## src/rtl/mi4_pkg.sv

```systemverilog
// Shared types, constants and helpers for the 4x4 matrix inverse block.
// Used by mi4_ctrl, mi4_dp and the top level; depends on nothing.
package mi4_pkg;

	localparam int ELEM_W            = 32;
	localparam int WIDE_W            = 61;
	localparam int MAG_W             = 60;
	localparam int FRACTION_BITS_DEF = 16;

	localparam logic [MAG_W-1:0] MAG_LIM = '1;

	typedef enum logic [3:0] {
		S_LOAD,
		S_RDA,
		S_RDB,
		S_MUL0,
		S_MUL1,
		S_SUM,
		S_RND,
		S_ACC,
		S_OSTART,
		S_DIV,
		S_OWAIT
	} state_t;

	typedef enum logic [1:0] {
		PH_MIN,
		PH_DET,
		PH_AFF,
		PH_OUT
	} phase_t;

	typedef enum logic [3:0] {
		OP_NONE,
		OP_RDA,
		OP_RDB,
		OP_MUL0,
		OP_MUL1,
		OP_SUM,
		OP_RND,
		OP_ACC,
		OP_DIV,
		OP_OUT
	} op_t;

	typedef enum logic [1:0] {
		B_ELEM,
		B_ACC0,
		B_COF
	} bsrc_t;

	typedef enum logic [1:0] {
		T_ACC0,
		T_ACC1,
		T_DET
	} tgt_t;

	typedef enum logic [1:0] {
		A_SET,
		A_ADD,
		A_SUB
	} amode_t;

	typedef struct packed {
		logic       wr;
		op_t        op;
		logic [3:0] addr;
		bsrc_t      bsrc;
		tgt_t       tgt;
		amode_t     amode;
		logic [3:0] cidx;
		logic       cof_we;
		logic       cflip;
		logic [3:0] k;
		logic       aff;
	} cmd_t;

	typedef struct packed {
		logic div_done;
	} status_t;

	// element address of entry k of the 3x3 minor that drops row r and column c
	function automatic logic [3:0] maddr(logic [1:0] r, logic [1:0] c, logic [3:0] k);
		logic [1:0] y;
		logic [1:0] x;
		logic [1:0] ry;
		logic [1:0] cx;
		y  = (k >= 4'd6) ? 2'd2 : ((k >= 4'd3) ? 2'd1 : 2'd0);
		x  = 2'(k - 4'(y) * 4'd3);
		ry = (y < r) ? y : 2'(y + 2'd1);
		cx = (x < c) ? x : 2'(x + 2'd1);
		return {ry, cx};
	endfunction

endpackage

```

## src/rtl/mi4_ctrl.sv

```systemverilog
// Controller of the 4x4 matrix inverse: load count, mode register, sequencer.
// Depends on mi4_pkg; drives mi4_dp through cmd_t and reads status_t.
module mi4_ctrl (
	input  logic             clk,
	input  logic             arst_n,
	input  logic             in_valid,
	output logic             in_ready,
	input  logic             cfg_valid,
	output logic             cfg_ready,
	input  logic             cfg_data,
	output logic             out_valid,
	input  logic             out_ready,
	input  mi4_pkg::status_t status,
	output mi4_pkg::cmd_t    cmd
);

	mi4_pkg::state_t state_q, state_d;
	mi4_pkg::phase_t phase_q, phase_d;
	logic [3:0] cnt_q, cnt_d;
	logic [3:0] mi_q, mi_d;
	logic [1:0] t_q, t_d;
	logic [1:0] s_q, s_d;
	logic       mode_q;
	logic       aff_q, aff_d;
	logic       out_valid_q, out_valid_d;

	logic [1:0] r, c;
	logic [3:0] p3, q3;
	logic [3:0] a_addr, b_addr;
	mi4_pkg::bsrc_t  bsrc;
	mi4_pkg::tgt_t   tgt;
	mi4_pkg::amode_t amode;
	logic       cof_we;
	logic       out_free;

	assign in_ready  = (state_q == mi4_pkg::S_LOAD);
	assign cfg_ready = 1'b1;
	assign out_valid = out_valid_q;
	assign out_free  = !out_valid_q || out_ready;

	always_ff @(posedge clk or negedge arst_n) begin
		if (!arst_n) begin
			state_q     <= mi4_pkg::S_LOAD;
			phase_q     <= mi4_pkg::PH_MIN;
			cnt_q       <= '0;
			mi_q        <= '0;
			t_q         <= '0;
			s_q         <= '0;
			mode_q      <= 1'b0;
			aff_q       <= 1'b0;
			out_valid_q <= 1'b0;
		end else begin
			state_q     <= state_d;
			phase_q     <= phase_d;
			cnt_q       <= cnt_d;
			mi_q        <= mi_d;
			t_q         <= t_d;
			s_q         <= s_d;
			aff_q       <= aff_d;
			out_valid_q <= out_valid_d;
			if (cfg_valid && cfg_ready) begin
				mode_q <= cfg_data;
			end
		end
	end

	// operand addresses and accumulate control for the current product
	always_comb begin
		r      = mi_q[3:2];
		c      = mi_q[1:0];
		p3     = (t_q == 2'd0) ? 4'd1 : 4'd0;
		q3     = (t_q == 2'd2) ? 4'd1 : 4'd2;
		a_addr = '0;
		b_addr = '0;
		bsrc   = mi4_pkg::B_ELEM;
		tgt    = mi4_pkg::T_ACC0;
		amode  = mi4_pkg::A_SET;
		cof_we = 1'b0;
		unique case (phase_q)
			mi4_pkg::PH_MIN: begin
				case (s_q)
					2'd0: begin
						a_addr = mi4_pkg::maddr(r, c, 4'(4'd3 + p3));
						b_addr = mi4_pkg::maddr(r, c, 4'(4'd6 + q3));
					end
					2'd1: begin
						a_addr = mi4_pkg::maddr(r, c, 4'(4'd3 + q3));
						b_addr = mi4_pkg::maddr(r, c, 4'(4'd6 + p3));
						amode  = mi4_pkg::A_SUB;
					end
					default: begin
						a_addr = mi4_pkg::maddr(r, c, {2'b00, t_q});
						bsrc   = mi4_pkg::B_ACC0;
						tgt    = mi4_pkg::T_ACC1;
						amode  = (t_q == 2'd0) ? mi4_pkg::A_SET :
							((t_q == 2'd1) ? mi4_pkg::A_SUB : mi4_pkg::A_ADD);
						cof_we = (t_q == 2'd2);
					end
				endcase
			end
			mi4_pkg::PH_DET: begin
				a_addr = {2'b00, mi_q[1:0]};
				bsrc   = mi4_pkg::B_COF;
				tgt    = mi4_pkg::T_DET;
				amode  = (mi_q[1:0] == 2'd0) ? mi4_pkg::A_SET :
					(mi_q[0] ? mi4_pkg::A_SUB : mi4_pkg::A_ADD);
			end
			mi4_pkg::PH_AFF: begin
				a_addr = {s_q, 2'b11};
				b_addr = {s_q, r};
				amode  = (s_q == 2'd0) ? mi4_pkg::A_SET : mi4_pkg::A_ADD;
			end
			default: begin
			end
		endcase
	end

	always_comb begin
		state_d     = state_q;
		phase_d     = phase_q;
		cnt_d       = cnt_q;
		mi_d        = mi_q;
		t_d         = t_q;
		s_d         = s_q;
		aff_d       = aff_q;
		out_valid_d = out_valid_q && !out_ready;
		cmd         = '0;
		cmd.op      = mi4_pkg::OP_NONE;
		cmd.bsrc    = bsrc;
		cmd.tgt     = tgt;
		cmd.amode   = amode;
		cmd.cidx    = mi_q;
		cmd.k       = mi_q;
		cmd.aff     = aff_q;
		cmd.cflip   = mi_q[2] ^ mi_q[0];
		unique case (state_q)
			mi4_pkg::S_LOAD: begin
				cmd.addr = cnt_q;
				cmd.wr   = in_valid;
				if (in_valid) begin
					cnt_d = 4'(cnt_q + 4'd1);
					if (cnt_q == 4'd15) begin
						aff_d   = mode_q;
						mi_d    = '0;
						t_d     = '0;
						s_d     = '0;
						phase_d = mode_q ? mi4_pkg::PH_AFF : mi4_pkg::PH_MIN;
						state_d = mode_q ? mi4_pkg::S_OSTART : mi4_pkg::S_RDA;
					end
				end
			end
			mi4_pkg::S_RDA: begin
				cmd.op   = mi4_pkg::OP_RDA;
				cmd.addr = a_addr;
				state_d  = mi4_pkg::S_RDB;
			end
			mi4_pkg::S_RDB: begin
				cmd.op   = mi4_pkg::OP_RDB;
				cmd.addr = b_addr;
				state_d  = mi4_pkg::S_MUL0;
			end
			mi4_pkg::S_MUL0: begin
				cmd.op  = mi4_pkg::OP_MUL0;
				state_d = mi4_pkg::S_MUL1;
			end
			mi4_pkg::S_MUL1: begin
				cmd.op  = mi4_pkg::OP_MUL1;
				state_d = mi4_pkg::S_SUM;
			end
			mi4_pkg::S_SUM: begin
				cmd.op  = mi4_pkg::OP_SUM;
				state_d = mi4_pkg::S_RND;
			end
			mi4_pkg::S_RND: begin
				cmd.op  = mi4_pkg::OP_RND;
				state_d = mi4_pkg::S_ACC;
			end
			mi4_pkg::S_ACC: begin
				cmd.op     = mi4_pkg::OP_ACC;
				cmd.cof_we = cof_we;
				state_d    = mi4_pkg::S_RDA;
				unique case (phase_q)
					mi4_pkg::PH_MIN: begin
						if (s_q == 2'd2) begin
							s_d = '0;
							if (t_q == 2'd2) begin
								t_d = '0;
								if (mi_q == 4'd15) begin
									phase_d = mi4_pkg::PH_DET;
									mi_d    = '0;
								end else begin
									mi_d = 4'(mi_q + 4'd1);
								end
							end else begin
								t_d = 2'(t_q + 2'd1);
							end
						end else begin
							s_d = 2'(s_q + 2'd1);
						end
					end
					mi4_pkg::PH_DET: begin
						if (mi_q == 4'd3) begin
							phase_d = mi4_pkg::PH_OUT;
							mi_d    = '0;
							state_d = mi4_pkg::S_OSTART;
						end else begin
							mi_d = 4'(mi_q + 4'd1);
						end
					end
					mi4_pkg::PH_AFF: begin
						if (s_q == 2'd2) begin
							s_d     = '0;
							state_d = mi4_pkg::S_OWAIT;
						end else begin
							s_d = 2'(s_q + 2'd1);
						end
					end
					default: begin
					end
				endcase
			end
			mi4_pkg::S_OSTART: begin
				cmd.cidx = {mi_q[1:0], mi_q[3:2]};
				if (phase_q == mi4_pkg::PH_AFF) begin
					s_d     = '0;
					state_d = (mi_q[1:0] == 2'd3 && mi_q[3:2] != 2'd3) ?
						mi4_pkg::S_RDA : mi4_pkg::S_OWAIT;
				end else begin
					cmd.op  = mi4_pkg::OP_DIV;
					state_d = mi4_pkg::S_DIV;
				end
			end
			mi4_pkg::S_DIV: begin
				if (status.div_done) begin
					state_d = mi4_pkg::S_OWAIT;
				end
			end
			mi4_pkg::S_OWAIT: begin
				cmd.addr = {mi_q[1:0], mi_q[3:2]};
				if (out_free) begin
					cmd.op      = mi4_pkg::OP_OUT;
					out_valid_d = 1'b1;
					if (mi_q == 4'd15) begin
						state_d = mi4_pkg::S_LOAD;
					end else begin
						mi_d    = 4'(mi_q + 4'd1);
						state_d = mi4_pkg::S_OSTART;
					end
				end
			end
			default: begin
				state_d = mi4_pkg::S_LOAD;
			end
		endcase
	end

endmodule

```

## config.mk

```make
export PLATFORM = sky130hd
export DESIGN_NAME = mi4_ctrl
export DESIGN_NICKNAME = d
export VERILOG_FILES = /design/src/rtl/mi4_pkg.sv /design/src/rtl/mi4_ctrl.sv
export SDC_FILE = /design/constraint.sdc
export NUM_CORES = 1
export LEC_CHECK = 0
export ABC_AREA = 0
export BUFFER_PORTS_ARGS = -buffer_cell sky130_fd_sc_hd__buf_2
export CAP_MARGIN = 20
export CORE_ASPECT_RATIO = 0.5
export CORE_UTILIZATION = 60
export CTS_BUF_LIST = sky130_fd_sc_hd__clkbuf_4 sky130_fd_sc_hd__clkbuf_8 sky130_fd_sc_hd__clkbuf_16
export CTS_CLUSTER_SIZE = 24
export DETAILED_ROUTE_END_ITERATION = 7
export GPL_TIMING_DRIVEN = 0
export PLACE_DENSITY = 0.85
export SLEW_MARGIN = 10
export SYNTH_ARGS = -nofsm -noshare
export SYNTH_HDL_FRONTEND = slang
export SYNTH_SLANG_ARGS = --single-unit
```

## constraint.sdc

```tcl
create_clock -name clk -period 3.07 [get_ports clk]
set_input_delay 0.1535 -clock clk [delete_from_list [all_inputs] [get_ports clk]]
set_output_delay 0.1535 -clock clk [all_outputs]
set_load 0.02 [all_outputs]
```

==> results of run 1 <==
==> timing repair <==
action | CTS | global route
gates resized for setup | 0 | 1
setup endpoints to repair | 0 | 1
hold endpoints to repair | 21 | 0
buffers inserted | 0 | 0
hold buffers | 1 | 0
==> placed cells by master, fill, tap and decap left out, types with 7 or more instances in the layout <==
master | Yosys | layout
ha_1 | 20 | 19
inv_1 | 13 | 13
nand2_1 | 25 | 25
buf_2 | 4 | 38
nor3_1 | 7 | 7
dfrtp_1 | 21 | 21
a21oi_1 | 20 | 20
o21ai_0 | 25 | 25
nor2_1 | 14 | 14
clkbuf_1 | 13 | 13
buf_4 | 7 | 7
==> synth_stat cells, types with 2 or more instances <==
cell type / count / area (µm²)
nor4_1: 4 / 25.02
o21ai_0: 25 / 125.1
nand4_1: 3 / 18.77
clkbuf_1: 13 / 48.80
or3_1: 2 / 12.51
a21oi_1: 20 / 100.1
a21o_1: 6 / 45.04
a222oi_1: 2 / 20.02
nor2_1: 14 / 52.55
nor3_1: 7 / 35.03
mux2_2: 5 / 56.30
nor2b_1: 4 / 25.02
nand2_1: 25 / 93.84
a31oi_1: 2 / 12.51
inv_1: 13 / 48.80
buf_2: 4 / 20.02
xnor2_1: 2 / 17.52
xor2_1: 3 / 26.28
nand2b_1: 5 / 31.28
a211o_1: 2 / 17.52
nand3_1: 3 / 15.01
a22o_1: 2 / 17.52
dfrtp_1: 21 / 525.5
buf_4: 7 / 52.55
nor3b_1: 2 / 15.01
ha_1: 20 / 250.2
a21boi_0: 2 / 15.01
mux2i_1: 4 / 40.04
==> state kept, by name, indices dropped and copies added, names as in the netlist <==
register / flops
out_valid: 1
mi_q: 4
state_q: 4
phase_q: 2
aff_q: 1
s_q: 2
cnt_q: 4
mode_q: 1
t_q: 2
==> worst max-delay path, cell delays in order (launching register included) <==
cell	delay [ns]
dfrtp_1	0.43
inv_1	0.16
ha_2	0.26
inv_1	0.09
ha_1	0.27
a21oi_1	0.20
ha_1	0.29
a21oi_1	0.14
o21ai_0	0.09
o211a_1	0.24
o21ai_0	0.12
buf_2	0.18
==> path summary, 6_finish.rpt <==
kind / startpoint / endpoint / cells past startpoint
worst max-delay path: t_q[0] / cmd[17] / 11
worst max register to register: phase_q[1] / phase_q[1] / 8
max in group asynchronous: arst_n / mi_q[2] / 2
worst min-delay path: cfg_data / mode_q / 2
worst min register to register: aff_q / aff_q / 1
min in group asynchronous: arst_n / cnt_q[2] / 2
==> metal layers <==
| metal | up-vias | global-route usage, % | wire, µm |
|---|---|---|---|
| li1 | 985 | - | - |
| met1 | 973 | 47.31 | 2583 |
| met2 | 139 | 51.36 | 2531 |
| met3 | 18 | 7.048 | 647 |
| met4 | 0 | 8.000 | 101 |
| met5 | - | 0 | 0 |
==> where the power goes <==
group	internal, mW	switching, mW
combinational	0.528	0.839
clock	0.102	0.0990
sequential	0.367	0.100
==> cell families after synthesis <==
logic type / after synthesis / share of synthesized area, %
AND/OR/NAND/NOR: 84 / 23.87
AO/OA/AOI/OAI: 77 / 23.63
buffers and inverters: 38 / 8.652
flip-flops: 21 / 25.06
adder cells (fa/ha/maj): 20 / 11.93
multiplexers: 9 / 4.594
XOR/XNOR: 5 / 2.089
other: 1 / 0.1788
==> final cells by class <==
class | instances | area [µm²]
flip-flops and latches | 21 | 525.5
clock buffers | 4 | 48.80
fillers | 255 | 774.5
inverters | 13 | 48.80
plain buffers | 25 | 132.6
well taps | 40 | 50.05
repair buffers | 35 | 180.2
multi-input cells | 196 | 1393
==> impl_metrics.csv, run 1 <==
group,metric,value,unit
status,status,"complete, no violations",
clock_tree,tritoncts,"done",
clock_tree,cts_buffers,3,
worst_setup_path,critPathMaxFanout,5,
placed_design,preCtsSetupSlack,0.4836,ns
timing,hold_ws,0.1191,ns
placed_design,dp_hpwl,4.348,mm
timing,fin_ws,0.1805,ns
timing,setup_viol,0,
timing,maxSlewHeadroom,62.30,%
timing,rsz0062_at_grt,"false",
detailed_routing,drtAntennaViolNets,0,
clock_tree,clock_path_buffers,2,
flow_run,max_cap_viol_count,0,
worst_setup_path,cp-end-kind,"output pin",
placed_design,place_congestion,0.9132,
yosys,synthArstFlopShare,100.0,%
worst_setup_path,regToRegSetupSlack,0.80,ns
floorplan,initial_core_util,66.51,%
grt,grt_pass1_vias,1901,
yosys,synth_area,2097,µm²
detailed_routing,wl_per_cell,17.55,µm
yosys,synth_edf_count,0,
timing,tightest_slew,0.5655,ns
detailed_routing,vias_per_cell,6.332,
grt,grt_max_degree,22,
cells_and_area,layout-drive-gt1-share,22.45,%
cells_and_area,synthToLayoutAreaGrowth,13.42,%
worst_setup_path,cp-start-kind,"flop",
timing,max_freq,0.3461,GHz
timing,period_needed,2.890,ns
cells_and_area,fin_util,75.44,%
yosys,syn_nets,282,
power,irDropWorstVdd,426.3,µV
yosys,syn_inst,255,
cells_and_area,nets,322,
detailed_routing,drc,0,
timing,finalMaxSlewViolations,0,
floorplan,die_width,85.61,µm
clock_tree,cts-root-buf,"clkbuf_8",
yosys,synth_cell_types,61,
floorplan,rows,14,
placed_design,io_buffer_count,34,
floorplan,fp.dieH,43.81,µm
worst_setup_path,crit_type,"flop to output pin",
placed_design,place_area,2317,µm²
clock_tree,cts.sinks,21,
grt,track_usage,33.01,%
timing,finalHoldViolations,0,
cells_and_area,n_antenna_cell,0,
placed_design,dp_cells,329,
worst_hold_path,hold_class,"input port to flop",
timing,setup_tns,0,ns
detailed_routing,drt_wl_total,5.863,mm
yosys,ys_seq_elements,21,
clock_tree,clk_pin_slew,0.09,ns
floorplan,coreArea,3153,µm²
floorplan,dieArea,3750,µm²
power,power.density,855.0,nW/µm²
power,power.total,2.034,mW
detailed_routing,first_iter_violations,246,
worst_setup_path,arrival,2.74,ns
cells_and_area,fin_cells,334,
clock_tree,clock_latency,0.27,ns
power,power_leakage,1.178,nW
grt,grt_overflow,0,
detailed_routing,vias,2115,
yosys,synth_ff_type,"dfrtp_1",
yosys,seq_area_frac_synth,25.06,%
floorplan,io_pins,36,
detailed_routing,firstDrtPassIters,5,
timing,skew,0.008913,ns
yosys,avgSynthCellArea,8.224,µm²
timing,fin_crit_sh,94.12,%
grt,grt_pass1_wl,9.466,mm
cells_and_area,final_area,2379,µm²
grt,antenna_found_initial,0,
clock_tree,htree_num_levels,1,
worst_setup_path,worstPathRequired,2.92,ns
yosys,yosysWarnings,0,
No activity file was read; power rests on OpenSTA's default activity.
==> run 2: changes to the inputs <==
--- a/config.mk
+++ b/config.mk
@@ -5,16 +5,15 @@
 export SDC_FILE = /design/constraint.sdc
 export NUM_CORES = 1
 export LEC_CHECK = 0
-export ABC_AREA = 0
+export ABC_AREA = 1
 export BUFFER_PORTS_ARGS = -buffer_cell sky130_fd_sc_hd__buf_2
 export CAP_MARGIN = 20
-export CORE_ASPECT_RATIO = 0.5
 export CORE_UTILIZATION = 60
 export CTS_BUF_LIST = sky130_fd_sc_hd__clkbuf_4 sky130_fd_sc_hd__clkbuf_8 sky130_fd_sc_hd__clkbuf_16
 export CTS_CLUSTER_SIZE = 24
 export DETAILED_ROUTE_END_ITERATION = 7
 export GPL_TIMING_DRIVEN = 0
-export PLACE_DENSITY = 0.85
+export PLACE_DENSITY = 0.84
 export SLEW_MARGIN = 10
 export SYNTH_ARGS = -nofsm -noshare
 export SYNTH_HDL_FRONTEND = slang
==> impl_metrics.csv, run 2 <==
group,metric,value,unit
status,status,"complete, no violations",
clock_tree,hold_buffers,1,
placed_design,io_buffer_count,34,
timing,setup_viol,0,
worst_setup_path,critPathMaxFanout,5,
yosys,synth_area,2185,µm²
grt,track_usage,29.27,%
detailed_routing,drt_wl_total,5.242,mm
cells_and_area,layout-drive-gt1-share,23.14,%
yosys,synth_edf_count,0,
yosys,synthTopCellsByArea,"dfrtp_1 (24%), nand2_1 (16%), ha_1 (11%)",
floorplan,die_width,62.34,µm
timing,period_needed,2.696,ns
timing,finalHoldViolations,0,
detailed_routing,vias_per_cell,5.374,
detailed_routing,vias,2198,
power,power.density,732.2,nW/µm²
timing,maxSlewHeadroom,66.30,%
timing,rsz0062_at_grt,"false",
worst_setup_path,cpPeakStageDelay,0.44,ns
timing,skew,0.01526,ns
timing,tightest_slew,0.5056,ns
grt,use_met1,40.28,%
worst_setup_path,worstPathRequired,2.92,ns
floorplan,rows,21,
clock_tree,cts_setup_buffers,0,
floorplan,initial_core_util,63.96,%
detailed_routing,drtAntennaViolNets,0,
yosys,ys_seq_elements,21,
floorplan,coreArea,3416,µm²
power,irDropWorstVdd,299.4,µV
worst_setup_path,cp-start-kind,"flop",
timing,finalMaxSlewViolations,0,
detailed_routing,first_iter_violations,132,
worst_setup_path,path_buf_inv,3,
worst_setup_path,crit_family,"adder cells",
grt,grtUsageMet3,3.676,%
yosys,synthMostInstantiatedCell,"nand2_1",
yosys,synth_cell_types,40,
floorplan,io_pins,36,
yosys,synthArstFlopShare,100.0,%
yosys,seq_area_frac_synth,24.05,%
detailed_routing,wl_per_cell,12.82,µm
cells_and_area,mostFrequentLayoutCells,"nand2_1 (93), buf_2 (36), inv_1 (33)",
placed_design,place_congestion,0.9063,
yosys,synth.top_cell.area_share,24.05,%
yosys,synth_common_cells,"nand2_1 (93), inv_1 (33), nor2_1 (25)",
clock_tree,cts_buffers,3,
clock_tree,tritoncts,"done",
grt,gr-usage-met2,48.21,%
yosys,yosysWarnings,0,
worst_setup_path,cpMostUsedCell,"ha_1",
timing,max_freq,0.3709,GHz
clock_tree,clock_latency,0.33,ns
floorplan,fp.dieH,62.34,µm
placed_design,dp_hpwl,4.125,mm
clock_tree,clk_pin_slew,0.15,ns
detailed_routing,drc,0,
clock_tree,htree_num_levels,1,
yosys,synth_top_area_cell,"dfrtp_1",
yosys,syn_inst,324,
grt,grt_max_degree,22,
cells_and_area,n_antenna_cell,0,
yosys,synth_ff_type,"dfrtp_1",
worst_setup_path,arrival,2.54,ns
power,power_leakage,1.388,nW
grt,grt_pass1_wl,9.197,mm
floorplan,dieArea,3886,µm²
cells_and_area,fin_util,71.72,%
cells_and_area,synthToLayoutAreaGrowth,12.14,%
grt,grt_overflow,0,
grt,antenna_found_initial,0,
timing,fin_crit_sh,87.82,%
timing,setup_tns,0,ns
clock_tree,cts_resized,0,
worst_setup_path,slowest_stage,"dfrtp_1",
clock_tree,cts.sinks,21,
detailed_routing,firstDrtPassIters,4,
cells_and_area,nets,391,
yosys,avgSynthCellArea,6.743,µm²
clock_tree,clock_path_buffers,2,
worst_setup_path,cp-end-kind,"output pin",
worst_setup_path,crit_type,"flop to output pin",
grt,grt_pass1_vias,2066,
yosys,syn_nets,351,
grt,top_usage_layer,"met2",
worst_setup_path,cp_cell_sequence,"inv_1 > ha_1 > inv_1 > ha_1 > a21oi_1 > ha_1 > o21ai_0 > and3_1 > nor2_1 > nand2_1 > buf_2",
cells_and_area,layout_commonest_cell,"nand2_1",
cells_and_area,reg_top3,"cnt_q x4, mi_q x4, state_q x4",
clock_tree,cts-root-buf,"clkbuf_4",
flow_run,max_cap_viol_count,0,
worst_hold_path,hold_class,"input port to flop",
## run 2: changes by cell type after synthesis, sizes merged, moves of 5 or more
cell,previous run,this run
nor2,14,35
mux2,5,0
inv,13,42
clkbuf,13,4
a21o,6,0
nor4,5,0
nand2b,5,0
nand3,4,20
nand2,25,105
a21oi,20,14
## run 2: path summary, 6_finish.rpt
kind | start | to | slack [ns] | depth (start not counted)
max in group asynchronous | arst_n | cnt_q[2] | 2.40 | 2
min in group asynchronous | arst_n | phase_q[1] | 0.31 | 2
max | t_q[0] | cmd[17] | 0.37 | 11
max reg2reg | phase_q[1] | mi_q[3] | 1.18 | 9
min reg2reg | cnt_q[3] | cnt_q[3] | 0.53 | 1
min | cfg_valid | mode_q | 0.02 | 2
## run 2: area by class of cell
class | instances | area (µm²)
plain buffers | 13 | 82.58
clock buffers | 3 | 22.52
clock inverters | 1 | 5.005
fillers | 295 | 965.9
inverters | 42 | 160.2
multi-input cells | 248 | 1416
flip-flops and latches | 21 | 525.5
well taps | 46 | 57.56
repair buffers | 35 | 180.2
## run 2: cell families after synthesis
| kind of cell | after synthesis | synth area share (%) |
|---|---|---|
| simple gates | 172 | 38.43 |
| buf+inv | 55 | 11.11 |
| compound gates | 50 | 12.77 |
| flops | 21 | 24.05 |
| fa+ha+maj | 20 | 11.45 |
| xor+xnor | 5 | 2.005 |
| other cells | 1 | 0.1717 |
## run 2: layer usage
metal,wire [µm],vias to the layer above
met5,0,-
met4,52,0
met3,498,8
met2,2416,101
met1,2275,985
li1,-,1104
## run 2: through the flow
| stage | cell area [µm²] | worst slack, ns | hold slack (ns) | std cells | power, mW |
|---|---|---|---|---|---|
| after global routing | 2450 | 0.1461 | 0.05508 | 409 | 1.940 |
| after floorplan | 2185 | 1.022 | -0.1421 | 324 | 1.336 |
| after CTS | 2450 | 0.3892 | 0.03175 | 409 | 1.777 |
| final | 2450 | 0.3740 | 0.01925 | 409 | 1.794 |
| after detailed placement | 2412 | 0.7833 | 0.1410 | 404 | 1.629 |
| after global placement | 2412 | 0.7769 | 0.1433 | 404 | 1.609 |
## run 2: where the power goes
group	switching (mW)	internal, mW
sequential	0.0782	0.351
combinational	0.823	0.388
clock	0.105	0.0489
total	1.01	0.788
